===== src/hw/rtl/usbfs_ram.sv =====
module usbfs_ram #(
  parameter int WIDTH = 8,
  parameter int DEPTH = 512
) (
  input  logic                     clk,
  input  logic                     we,
  input  logic [$clog2(DEPTH)-1:0] waddr,
  input  logic [WIDTH-1:0]         wdata,
  input  logic [$clog2(DEPTH)-1:0] raddr,
  output logic [WIDTH-1:0]         rdata
);

  logic [WIDTH-1:0] mem [DEPTH];

  always_ff @(posedge clk) begin
    if (we) begin
      mem[waddr] <= wdata;
    end
    rdata <= mem[raddr];
  end

endmodule


===== config.mk =====
export PLATFORM = sky130hd
export DESIGN_NAME = usbfs_ram
export DESIGN_NICKNAME = d
export VERILOG_FILES = /design/src/hw/rtl/usbfs_ram.sv
export SDC_FILE = /design/constraint.sdc
export NUM_CORES = 2
export LEC_CHECK = 0
export ABC_CLOCK_PERIOD_IN_PS = 6800
export BUFFER_PORTS_ARGS = -buffer_cell sky130_fd_sc_hd__clkbuf_2
export CAP_MARGIN = 40
export CORE_UTILIZATION = 30
export DETAILED_ROUTE_END_ITERATION = 10
export SYNTH_ARGS = -nofsm -noshare
export SYNTH_HDL_FRONTEND = slang
export SYNTH_SLANG_ARGS = --single-unit

===== constraint.sdc =====
create_clock -name clk -period 6.8 [get_ports clk]
set_input_delay 0.68 -clock clk [delete_from_list [all_inputs] [get_ports clk]]
set_output_delay 0.68 -clock clk [all_outputs]
set_load 0.01 [all_outputs]

Word-level counts from Yosys, hierarchy flattened
Memory sizes are Yosys's and may differ from the RTL's. A register that Yosys moved wholly into a read port is not among the register bits.
Cells that the tools add are included.
{"block": "word_totals", "mem_count": 1, "out_inout_bits": 8, "word_cells": 3, "latch_bits": 0, "ramBits": 4096, "rom_bits": 0, "in_bits": 28, "ff_bits": 0}
{"block": "classes", "n_shift": 0, "order_cmp": 0, "div_mod_pow": 0, "n_mux": 2, "n_eq_ne": 0, "n_addsub": 0, "n_bitwise": 0, "reduce_logical": 0, "n_mul": 0}
{"name": "mem", "words": 512, "width": 8, "read_ports": 1, "rd_clocked_by_memory_dff": 1, "wr": 1, "line_no": "13", "text": "logic [WIDTH-1:0] mem [DEPTH];"}
{"cell": "two-way mux 1 bit", "n": 2}

Longest topological paths before layout
{"block": "logic_depth", "depth_word": 2, "mapped_depth": 12, "depth_no_buf": 7}

Least setup slack after synthesis
OpenSTA, ideal clock, no wires.
{"block": "synth_timing", "path_kind": "input port to flip-flop", "from": "in raddr[0]", "to": "reg rdata[0] (read register of mem)", "path_stages": 10, "slack_ns": 4.148, "path_buffers": 4, "arrival_time_ns": 2.534, "setup_ns": 0.118, "required_ns": 6.682, "cell_sequence": "buf_4 > buf_12 > buf_12 > buf_2 > mux4_2 > o21ai_0 > nand3_1 > nand4_1 > o21ai_0 > o2111a_1"}
{"item": "start, declared", "line_no": "9", "text": "input logic [$clog2(DEPTH)-1:0] raddr,"}
{"item": "end, declared", "line_no": "10", "text": "output logic [WIDTH-1:0] rdata"}

==> run metrics <==
Buffers on Ports 35; setup violators final 0; dpl hpwl between 200000 and 300000 um; RSZ-0062 raised after global routing no; Clock Latency Late Sink about 0.98 ns; Net Sw Power 11.4 mW; maximum vdd drop between 0.2 and 0.25 mV; Post-synth ARST share 0%; DRC viols 0; post-route ant nets 0; HP Class input port to register; routed vias/inst 5.26; Hold Crit Depth 1; Total Wirelength about 420000 um; #FFs+latches synth ~4100; FP Rows between 200 and 300; slew margin rel. 14.0%; Synth top area share about three quarters; clock-pin slew on the worst setup and hold paths about 0.060 ns; Startpoint Class input port; Crit path arrival time ~5.1 ns; gr usage total around 15%; fmax 236 MHz; largest area contributor in the netlist edfxtp_1; Vias just over 80000; total congestion overflow 0; Core Util, Final approximately a third; Die Span Y 732 um; fill count approximately 50000; 1st-iter DRT viols 10200; Int Pwr approximately 42 mW; post-CTS sizing 0; top post-synthesis cells by area edfxtp_1 77%, mux4_2 9.2%, mux2i_1 5.0%; CTS sink count 4104; total CTS buffers between 400 and 500; Cell Area, Synth around 160000 um2; Max Cap Viol 0; final hold violations 0; postcts setup bufs 0; Max Slew Vio Count 0; Post-CTS Hold Fix Bufs 0; Nets between 8000 and 9000; Seq/Total Area, Yosys ~77%; pwr/cell area 293 nW/um2; Die Width roughly 730 um; setup TNS 0 ns; Clock Power Share a little over two fifths; most frequent cells in the layout 4096 x edfxtp_1, 797 x mux2i_1, 654 x mux4_2; share of layout cells above drive strength 1 between 15 and 20%; Mean Syn Cell Area 19.9 um2; full die area between 500000 and 600000 um2; crit end category register; hold path startpoint wdata[0]; Clock Path Buffers 4; DRT Pass-1 Iters 6; io pins 36; synth unique cells 51; vias in the first global route approximately 81000; GPL Wtd Cong ~0.87; Hold Slack roughly 0.21 ns; end of the worst hold path mem[220][0]$_DFFE_PP_; WS Path Type input port to register; first-pass GRT wire length 604000 um; Critical Path RT between 7 and 8 ns; Synth Instances between 8000 and 9000; leading cell type in the layout, fill and taps excluded edfxtp_1; FF-to-FF End rdata[7]$_DFF_P_; initial antenna violation count 26; ys flop type edfxtp_1; Warnings, synthesis 0; depth of the CTS H-tree 5; RR Startpoint mem[56][7]$_DFFE_PP_; Gate power share roughly 4.7%; Clock Skews approximately 0.062 ns; Initial Util a little under a third; Tcrit/Tclk final 62.3%; P&R area growth vs syn 13.9%; largest net degree at the start of global routing just under 200; R2R Setup Slk around 3.5 ns; leakage power 56.3 nW; crit-path max FO 97; clock root buffer clkbuf_16; worst-margin pin slew between 1 and 1.5 ns; wire length per cell roughly 27 um; Reg power frac about 52%; switch share a little over a fifth; Post-synth EDFFs between 4000 and 5000; minimum clock period 4.24 ns; core area 530000 um2; status completed; CTS tree done; syn_nets 8058; r2r worst-path depth 8
==> kinds of logic after synthesis <==
group / share of synthesized area, %
flops: 77.0
mux: 14.2
simple gates: 2.63
compound gates: 4.31
buf+inv: 1.85
==> cells in the mapped netlist, types with 5 or more instances <==
master	number
clkbuf_1	265
o2111a_1	8
o21ai_0	118
nand4_1	32
buf_4	70
nand2_1	111
nand3_1	36
a211oi_1	17
a21oi_1	194
nor3_1	109
buf_6	64
o311ai_0	5
buf_12	5
a22o_1	5
edfxtp_1	4096
nor4_1	36
a22oi_1	61
nor3b_1	8
dfxtp_1	8
o221ai_1	371
o31ai_1	13
buf_1	41
o22ai_1	163
mux2i_1	797
mux4_2	654
o41ai_1	7
nor2b_1	6
nor2_1	597
buf_2	57
or3_1	6
buf_8	11
and2_1	20
==> area by class of cell <==
cell class / count / area [um2] / area share (%)
well taps: 6994 / 8750 / 4.80
clock buffers: 491 / 10800 / 5.91
multi-input cells: 3410 / 34000 / 18.7
flip-flops and latches: 4104 / 123000 / 67.6
repair buffers: 233 / 2550 / 1.40
clock inverters: 254 / 2830 / 1.55
inverters: 3 / 18.8 / 0.0103
diodes: 12 / 30.0 / 0.0165
==> critical path, stage by stage <==
cell      delay [ns]
buf_6           0.39
nand2b_4        0.81
buf_12          0.35
buf_4           0.48
o221ai_1        0.25
a21oi_1         0.43
nor4_1          0.13
nand4_1         0.28
o21ai_0         0.38
o2111a_1        0.35
==> metrics by stage <==
stage	cells	instance area (um2)	total power [mW]	setup WS [ns]
floorplan	8030	160000	29.7	4.15
finish	15500	182000	53.3	2.56
global route	15500	182000	54.6	2.63
detailed placement	14700	168000	31.0	1.72
global placement	14700	168000	30.9	1.49
CTS	15500	182000	53.6	2.77
==> state kept, by name, indices dropped and copies added (netlist names) <==
signal  cells
rdata       8
mem      4096
==> metal layers <==
| layer | vias up | track usage (%) | routed length (um) |
|---|---|---|---|
| met5 | - | 0 | 36 |
| met1 | 43200 | 20.5 | 170000 |
| li1 | 33700 | - | - |
| met3 | 777 | 2.74 | 34700 |
| met4 | 6 | 5.81 | 17600 |
| met2 | 3886 | 24.7 | 202000 |
==> power groups by stage <==
stage / combinational (mW) / clock [mW] / sequential, mW
2_1_floorplan: 1.33 / 0 / 28.4
3_3_place_gp: 2.48 / 0 / 28.4
3_5_place_dp: 2.53 / 0 / 28.4
4_1_cts: 2.53 / 23.2 / 27.9
5_1_grt: 2.63 / 24.1 / 27.9
6_report: 2.53 / 22.9 / 27.9
==> how the worst max path moves through the flow <==
stage                  endpoint  cells after the start     start
6_report       rdata[0]$_DFF_P_                     10  raddr[2]
3_5_place_dp   rdata[7]$_DFF_P_                     11  raddr[2]
3_3_place_gp   rdata[3]$_DFF_P_                     10  raddr[1]
2_1_floorplan  rdata[0]$_DFF_P_                     10  raddr[0]
5_1_grt        rdata[7]$_DFF_P_                     11  raddr[2]
4_1_cts        rdata[7]$_DFF_P_                     11  raddr[2]
Power figures use the tool's default switching activity.
